**config.mk**
```make
export PLATFORM = sky130hd
export DESIGN_NAME = integer_text_parser
export DESIGN_NICKNAME = d
export VERILOG_FILES = /design/src/itp_pkg.sv /design/src/itp_core.sv /design/src/integer_text_parser.sv
export SDC_FILE = /design/constraint.sdc
export NUM_CORES = 1
export LEC_CHECK = 0
export BUFFER_PORTS_ARGS = -buffer_cell sky130_fd_sc_hd__buf_2
export CAP_MARGIN = 20
export CORE_MARGIN = 2
export CORE_UTILIZATION = 32
export CTS_BUF_LIST = sky130_fd_sc_hd__clkbuf_2
export DETAILED_ROUTE_END_ITERATION = 12
export PLACE_DENSITY = 0.46
export SETUP_SLACK_MARGIN = 0.02
export SYNTH_ARGS = -nofsm -noshare
export SYNTH_HDL_FRONTEND = slang
export SYNTH_SLANG_ARGS = --single-unit
```
**constraint.sdc**
```tcl
create_clock -name clk -period 11 [get_ports clk]
set_clock_uncertainty 0.1 [all_clocks]
set_input_delay 0.55 -clock clk [delete_from_list [all_inputs] [get_ports clk]]
set_output_delay 0.55 -clock clk [all_outputs]
set_load 0.02 [all_outputs]
```
**src/itp_pkg.sv**
```systemverilog
// Package for the integer text parser: character codes, parse phase codes,
// stream field widths, shared by the parser modules, and the digit decoder used by itp_core.
// Depends on nothing.
`default_nettype none

package itp_pkg;

	// Widths of the input item fields.
	localparam int unsigned RADIX_BITS = 5;
	localparam int unsigned CH_BITS    = 8;
	localparam int unsigned S_TDATA_BITS = ((RADIX_BITS + CH_BITS + 7) / 8) * 8;

	// Width of the emitted value field.
	localparam int unsigned OUT_VALUE_BITS = 64;

	// Character codes.
	localparam logic [7:0] CH_ZERO  = 8'h30;  // '0'
	localparam logic [7:0] CH_NINE  = 8'h39;  // '9'
	localparam logic [7:0] CH_UA    = 8'h41;  // 'A'
	localparam logic [7:0] CH_UF    = 8'h46;  // 'F'
	localparam logic [7:0] CH_UX    = 8'h58;  // 'X'
	localparam logic [7:0] CH_LA    = 8'h61;  // 'a'
	localparam logic [7:0] CH_LZ    = 8'h7a;  // 'z'
	localparam logic [7:0] CH_SPACE = 8'h20;  // ' '
	localparam logic [7:0] CH_SOH   = 8'h01;
	localparam logic [7:0] CH_PLUS  = 8'h2b;  // '+'
	localparam logic [7:0] CH_MINUS = 8'h2d;  // '-'
	localparam logic [7:0] CASE_GAP = 8'h20;  // distance between lower and upper case
	localparam logic [7:0] HEX_LETTER_BASE = 8'd10;

	// Bases.
	localparam logic [RADIX_BITS-1:0] BASE_AUTO = 5'd0;
	localparam logic [RADIX_BITS-1:0] BASE_DEC  = 5'd10;
	localparam logic [RADIX_BITS-1:0] BASE_HEX  = 5'd16;

	// Parse phase codes.
	localparam logic [2:0] PH_IDLE   = 3'd0;
	localparam logic [2:0] PH_LEAD   = 3'd1;
	localparam logic [2:0] PH_SIGNED = 3'd2;
	localparam logic [2:0] PH_ZERO   = 3'd3;
	localparam logic [2:0] PH_DIGITS = 3'd4;

	typedef struct packed {
		logic       ok;
		logic [3:0] val;
	} digit_t;

	// Fold lower-case letters onto upper case.
	function automatic logic [7:0] upper_ascii(input logic [7:0] c);
		logic [7:0] u;
		u = c;
		if (c >= CH_LA && c <= CH_LZ) begin
			u = c - CASE_GAP;
		end
		return u;
	endfunction

	// Decode an upper-cased character as a digit of base b (1..10 or 16).
	function automatic digit_t decode_digit(input logic [7:0] u,
	                                        input logic [RADIX_BITS-1:0] b);
		digit_t     d;
		logic [7:0] diff;
		d    = '0;
		diff = u - CH_ZERO;
		if (u >= CH_ZERO && u <= CH_NINE && diff < {3'b000, b}) begin
			d.ok  = 1'b1;
			d.val = diff[3:0];
		end else if (b == BASE_HEX && u >= CH_UA && u <= CH_UF) begin
			d.ok  = 1'b1;
			d.val = 4'(u - CH_UA + HEX_LETTER_BASE);
		end
		return d;
	endfunction

endpackage

`default_nettype wire

```
**src/itp_core.sv**
```systemverilog
// Parser state and next-state logic: one character is consumed per step.
// Depends on itp_pkg for character codes, phase codes and the digit decoder.
`default_nettype none

module itp_core #(
	parameter int unsigned VALUE_BITS  = 64,
	parameter int unsigned OFFSET_BITS = 10
) (
	input  wire logic                                 clk,
	input  wire logic                                 arst_n,
	input  wire logic                                 step_en,
	input  wire logic                                 start_req,
	input  wire logic [itp_pkg::RADIX_BITS-1:0]       radix,
	input  wire logic [itp_pkg::CH_BITS-1:0]          ch,
	output logic                                      emit,
	output logic [itp_pkg::OUT_VALUE_BITS-1:0]        value,
	output logic [OFFSET_BITS-1:0]                    end_offset
);
	import itp_pkg::*;

	logic [2:0]              phase_q;
	logic [VALUE_BITS-1:0]   acc_q;
	logic                    neg_q;
	logic [RADIX_BITS-1:0]   base_q;
	logic [OFFSET_BITS-1:0]  cnt_q;

	logic [2:0]              phase_d;
	logic [VALUE_BITS-1:0]   acc_d;
	logic                    neg_d;
	logic [RADIX_BITS-1:0]   base_d;
	logic [OFFSET_BITS-1:0]  cnt_d;

	logic [2:0]              ph0;
	logic [VALUE_BITS-1:0]   acc0;
	logic                    neg0;
	logic [RADIX_BITS-1:0]   base0;
	logic [OFFSET_BITS-1:0]  cnt0;
	logic [OFFSET_BITS-1:0]  cnt_bump;
	logic [RADIX_BITS-1:0]   dbase;
	logic [7:0]              up;
	logic                    take_prefix;
	logic                    take_digit;
	digit_t                  dig;
	logic [VALUE_BITS-1:0]   prod;
	logic [VALUE_BITS-1:0]   signed_v;

	// A start item restarts the string, otherwise the stored state carries on.
	always_comb begin
		ph0   = start_req ? PH_LEAD : phase_q;
		acc0  = start_req ? '0 : acc_q;
		neg0  = start_req ? 1'b0 : neg_q;
		cnt0  = start_req ? '0 : cnt_q;
		if (start_req) begin
			base0 = (radix <= BASE_DEC || radix == BASE_HEX) ? radix : BASE_DEC;
		end else begin
			base0 = base_q;
		end
		cnt_bump = (cnt0 == '1) ? cnt0 : cnt0 + 1'b1;
		up       = upper_ascii(ch);
	end

	// Phase transitions, prefix handling and the digit multiply-add.
	always_comb begin
		phase_d     = ph0;
		acc_d       = acc0;
		neg_d       = neg0;
		base_d      = base0;
		cnt_d       = cnt0;
		emit        = 1'b0;
		take_prefix = 1'b0;
		take_digit  = 1'b0;
		dbase       = base0;
		dig         = '0;
		prod        = '0;

		case (ph0)
			PH_LEAD: begin
				if (ch inside {[CH_SOH:CH_SPACE]}) begin
					cnt_d = cnt_bump;
				end else if (ch == CH_PLUS || ch == CH_MINUS) begin
					neg_d   = (ch == CH_MINUS);
					cnt_d   = cnt_bump;
					phase_d = PH_SIGNED;
				end else begin
					take_prefix = 1'b1;
				end
			end
			PH_SIGNED: begin
				take_prefix = 1'b1;
			end
			PH_ZERO: begin
				if (up == CH_UX) begin
					base_d  = BASE_HEX;
					cnt_d   = cnt_bump;
					phase_d = PH_DIGITS;
				end else begin
					take_digit = 1'b1;
					dbase      = (base0 == BASE_AUTO) ? BASE_DEC : base0;
				end
			end
			PH_DIGITS: begin
				take_digit = 1'b1;
			end
			default: begin
				phase_d = PH_IDLE;
			end
		endcase

		// A leading zero may open a hex prefix in automatic or hex base.
		if (take_prefix) begin
			if ((base0 == BASE_AUTO || base0 == BASE_HEX) && ch == CH_ZERO) begin
				cnt_d   = cnt_bump;
				phase_d = PH_ZERO;
			end else begin
				take_digit = 1'b1;
				dbase      = (base0 == BASE_AUTO) ? BASE_DEC : base0;
			end
		end

		// Accumulate a digit, or end the string on the first non-digit.
		if (take_digit) begin
			base_d = dbase;
			dig    = decode_digit(up, dbase);
			prod   = acc0 * VALUE_BITS'(dbase);
			if (dig.ok) begin
				acc_d   = prod + VALUE_BITS'(dig.val);
				cnt_d   = cnt_bump;
				phase_d = PH_DIGITS;
			end else begin
				emit    = 1'b1;
				phase_d = PH_IDLE;
			end
		end
	end

	// Result value: apply the sign, then sign-extend to the output width.
	always_comb begin
		signed_v   = neg0 ? (~acc0 + 1'b1) : acc0;
		value      = OUT_VALUE_BITS'($signed(signed_v));
		end_offset = cnt0;
	end

	// Parser state registers.
	always_ff @(posedge clk or negedge arst_n) begin
		if (!arst_n) begin
			phase_q <= PH_IDLE;
			acc_q   <= '0;
			neg_q   <= 1'b0;
			base_q  <= BASE_DEC;
			cnt_q   <= '0;
		end else if (step_en) begin
			phase_q <= phase_d;
			acc_q   <= acc_d;
			neg_q   <= neg_d;
			base_q  <= base_d;
			cnt_q   <= cnt_d;
		end
	end

endmodule

`default_nettype wire

```
**src/integer_text_parser.sv**
```systemverilog
// Top level of the integer text parser: input register, parser core, result register.
// Depends on itp_pkg and itp_core.
`default_nettype none

// Streaming strtol-style parser. Each slave transfer carries one character; a
// transfer with tuser set starts a new string and supplies its base. Leading
// bytes 1..32 are skipped, one sign is taken, a 0x/0X prefix is honored in base
// 0 or 16, and digits accumulate modulo 2^VALUE_BITS. The first non-digit
// produces one master transfer with the signed value and the number of bytes
// consumed before it (saturating at 2^OFFSET_BITS-1); further bytes are ignored
// until the next start. Throughput is one character per cycle unless a result
// is held back by m_tready low; the multiply-add on the accumulator in the core
// is combinational. The terminating character passes through the input register
// and then the result register before m_tvalid rises. While a result waits with
// m_tready low, the held character does not advance and s_tready drops once the
// input register is occupied.
module integer_text_parser #(
	parameter int unsigned VALUE_BITS  = 64,
	parameter int unsigned OFFSET_BITS = 10
) (
	input  wire logic                                   clk,
	input  wire logic                                   arst_n,
	input  wire logic                                   s_tvalid,
	output logic                                        s_tready,
	// s_tdata: radix [4:0], ch [12:5], zero fill above
	input  wire logic [itp_pkg::S_TDATA_BITS-1:0]       s_tdata,
	// s_tuser: start_req [0]
	input  wire logic                                   s_tuser,
	output logic                                        m_tvalid,
	input  wire logic                                   m_tready,
	// m_tdata: value [63:0], end_offset [63+OFFSET_BITS:64], zero fill above
	output logic [((64 + OFFSET_BITS + 7) / 8) * 8 - 1:0] m_tdata
);
	import itp_pkg::*;

	localparam int unsigned M_TDATA_BITS = ((OUT_VALUE_BITS + OFFSET_BITS + 7) / 8) * 8;
	localparam int unsigned M_PAD_BITS   = M_TDATA_BITS - OUT_VALUE_BITS - OFFSET_BITS;

	logic                        in_vld_s1;
	logic                        start_s1;
	logic [RADIX_BITS-1:0]       radix_s1;
	logic [CH_BITS-1:0]          ch_s1;
	logic                        advance;
	logic                        emit;
	logic [OUT_VALUE_BITS-1:0]   value;
	logic [OFFSET_BITS-1:0]      end_offset;
	logic                        out_vld_q;
	logic [OUT_VALUE_BITS-1:0]   value_q;
	logic [OFFSET_BITS-1:0]      offset_q;

	// A held character moves into the core when the result register can take it.
	assign advance  = in_vld_s1 && (!out_vld_q || m_tready);
	assign s_tready = !in_vld_s1 || advance;

	// Input register.
	always_ff @(posedge clk or negedge arst_n) begin
		if (!arst_n) begin
			in_vld_s1 <= 1'b0;
		end else if (s_tready) begin
			in_vld_s1 <= s_tvalid;
		end
	end

	always_ff @(posedge clk) begin
		if (s_tvalid && s_tready) begin
			start_s1 <= s_tuser;
			radix_s1 <= s_tdata[RADIX_BITS-1:0];
			ch_s1    <= s_tdata[RADIX_BITS +: CH_BITS];
		end
	end

	// Parser state and next-state logic.
	itp_core #(
		.VALUE_BITS (VALUE_BITS),
		.OFFSET_BITS(OFFSET_BITS)
	) u_core (
		.clk       (clk),
		.arst_n    (arst_n),
		.step_en   (advance),
		.start_req (start_s1),
		.radix     (radix_s1),
		.ch        (ch_s1),
		.emit      (emit),
		.value     (value),
		.end_offset(end_offset)
	);

	// Result register.
	always_ff @(posedge clk or negedge arst_n) begin
		if (!arst_n) begin
			out_vld_q <= 1'b0;
		end else if (advance) begin
			out_vld_q <= emit;
		end else if (m_tready) begin
			out_vld_q <= 1'b0;
		end
	end

	always_ff @(posedge clk) begin
		if (advance && emit) begin
			value_q  <= value;
			offset_q <= end_offset;
		end
	end

	assign m_tvalid = out_vld_q;
	assign m_tdata  = {{M_PAD_BITS{1'b0}}, offset_q, value_q};

endmodule

`default_nettype wire
```
==> metrics.yaml <==
status: "finished, final reports clean"
netlist_area_um2: 19100
drive_above_1_share_pct: 8.36
seq_power_share_pct: 53.0
cts_buffers: 17
end_kind: "flop"
antenna_found_initial: 1
powerDensity_nw_per_um2: 71.5
fillCellCount: 6097
grt_pass1_vias: 15900
ys.flop_type: "edfxtp_1"
dpl_worst_slack_ps: 1670
crit_type: "reg2reg"
critPathMaxFanout: 8
min-delay-start: "m_tready"
cts_setup_buffers: 0
overflow: 0
synth_edf_count: 88
switching_share_pct: 36.6
synthDistinctLibCells: 79
cp.arrival_ps: 10320
ys_ff_latch: 173
firstDrtPassIters: 5
synth_top_area_cell: "fa_1"
place_congestion: 0.853
share_comb_of_total_power_pct: 21.5
min_period_ps: 9420
tns_ps: 0
drc: 0
syn_avg_cell_area_um2: 8.80
routedWlPerCell_um: 18.7
power.net_switching_uw: 543
final_antenna_net_count: 0
cts_resized: 0
cts_tree: "built"
clockBufferDepth: 2
synth_top_area_share_pct: 19.1
stdcell_count: 2977
grt_setup_unrepaired: "false"
port_buffers: 93
clockPowerShare_pct: 25.6
dp_hpwl_um: 39500
hp-class: "in2reg"
netlist_instances: 2169
layout_setup_ws_ps: 1580
place_inst: 2907
grt_max_degree: 67
htreeDepth: 4
crit_path_start_kind: "flop"
fp.coreArea_um2: 59000
cts_root_buf: "clkbuf_2"
die_w_um: 248
slowest_stage: "o41ai_1"
leakage_uw: 0.00998
worst_slew_pin_slew_ps: 939
core.rowCount: 89
clk_pin_slew_worst_paths_ps: 290
p_int_uw: 940
grt.total_usage_pct: 18.9
area_growth_pct: 8.70
crit_top_cell: "o21ai_0"
ir_worst_vdd_mv: 0.0962
drt_iter0_drc: 934
max_freq_mhz: 106
ioPinCount: 103
nets: 2532
yosysWarnings: 0
detail_route.wirelength_um: 55500
synthArstFlopShare_pct: 49.1
synth_common_cells: "333 x nand2_1, 182 x fa_1, 165 x inv_1, 141 x o21ai_0, 140 x ha_1"
cts_hold_buf: 35
maxCapViolations: 0
layout_worst_path_cycle_share_pct: 85.7
insertion_delay_ps: 1060
setup-violations-final: 0
worstPathRequired_ps: 11900
cts.sinks: 173
regToRegStartpoint: "ch_s1[1]"
initial_utilization_pct: 32.3
hold_viol: 0
grt_pass1_wl_um: 89700
cp_slowest_stage_delay_ps: 680
synth.area.top_cells: "fa_1 19%, edfxtp_1 14%, dfrtp_1 11%"
die_y_um: 248
yosysMostFrequentCell: "nand2_1"
vias: 15400
slew_headroom_pct: 36.6
dieArea_um2: 61600
drv_slew: 0
startpoint: "ch_s1[1]"
routed_via_density: 5.18
yosysSeqAreaShare_pct: 25.0
[registers in the layout, summed over array words and instances, names as in the netlist]
| name | count |
|---|---|
| ch_s1 | 8 |
| in_vld_s1 | 1 |
| m_tvalid | 1 |
| offset_q | 10 |
| radix_s1 | 5 |
| start_s1 | 1 |
| u_core.acc_q | 64 |
| u_core.base_q | 5 |
| u_core.cnt_q | 10 |
| u_core.neg_q | 1 |
| u_core.phase_q | 3 |
| value_q | 64 |
[final cells by class]
cell class	instances	area, µm²	share of cell area, %
Antenna cell	2	5.00	0.0241
Clock buffer	18	90.1	0.434
Clock inverter	14	146	0.706
Inverter	166	623	3.00
Multi-Input combinational cell	1678	13100	63.3
Sequential cell	173	4770	23.0
Tap cell	773	967	4.66
Timing Repair Buffer	153	1010	4.88
[logic make-up (layout without fill, tap and decap cells)]
family | Yosys count | in the layout | synth area share (%)
DFF | 173 | 173 | 25.0
adders and majority gates | 322 | 322 | 28.3
AOI/OAI and AO/OA | 446 | 446 | 14.9
xor gates and xnor gates | 117 | 117 | 5.37
buffers and inverters | 323 | 351 | 6.62
and+or+nand+nor | 782 | 782 | 19.5
other | 1 | 8 | 0.0196
muxes | 5 | 5 | 0.275
[power groups by stage]
stage | Clock, µW | Sequential (µW) | Combinational, µW
floorplan | 0 | 839 | 145
detailed placement | 0 | 799 | 313
CTS | 405 | 787 | 325
global placement | 0 | 798 | 312
global route | 422 | 794 | 353
finish | 379 | 786 | 318
[stage by stage]
step	hold WS, ps	utilization (%)	total power (µW)	area [µm²]
after floorplan	154	-	984	19100
after global placement	361	34.1	1110	20100
after detailed placement	368	34.1	1110	20100
after CTS	33.6	35.1	1520	20700
after global routing	149	35.2	1570	20700
final	221	35.2	1480	20700
[path summary, 6_finish.rpt]
path                       depth (start not counted)  slack (ps)          endpoint
setup / recovery                                  33        1580  u_core.acc_q[63]
hold / removal                                     4         220          m_tvalid
setup reg to reg                                  33        1580  u_core.acc_q[63]
hold reg to reg                                    2         390  u_core.base_q[1]
max in group asynchronous                          4        9450  u_core.acc_q[50]
min in group asynchronous                          4         390   u_core.acc_q[0]
[critical path: cells and delay by family (launching register included)]
| family | cells | cell delay, ps |
|---|---|---|
| buf+inv | 3 | 480 |
| flops | 1 | 570 |
| fa+ha+maj | 7 | 2290 |
| simple gates | 8 | 1610 |
| compound gates | 15 | 4360 |
[cell usage in the layout, fill, tap and decap left out, types with 30 or more instances in the layout]
cell type | Yosys | layout
dfrtp_1 | 83 | 82
nor3_1 | 30 | 30
nor2_1 | 133 | 129
inv_1 | 165 | 165
dlygate4sd3_1 | 0 | 34
nand2_1 | 333 | 333
ha_1 | 140 | 140
and2_1 | 130 | 130
buf_2 | 4 | 93
xnor2_1 | 31 | 31
edfxtp_1 | 88 | 88
o21ai_0 | 141 | 140
fa_1 | 182 | 182
xor2_1 | 86 | 86
a21oi_1 | 104 | 104
[per-layer routing]
metal / vias to the layer above / wire (µm) / track usage, %
met2: 305 / 25000 / 29.8
li1: 7322 / - / -
met4: 0 / 1320 / 5.97
met5: - / 0 / 0
met1: 7715 / 26900 / 26.2
met3: 66 / 2290 / 3.29
(Power assumes the default switching activity.)
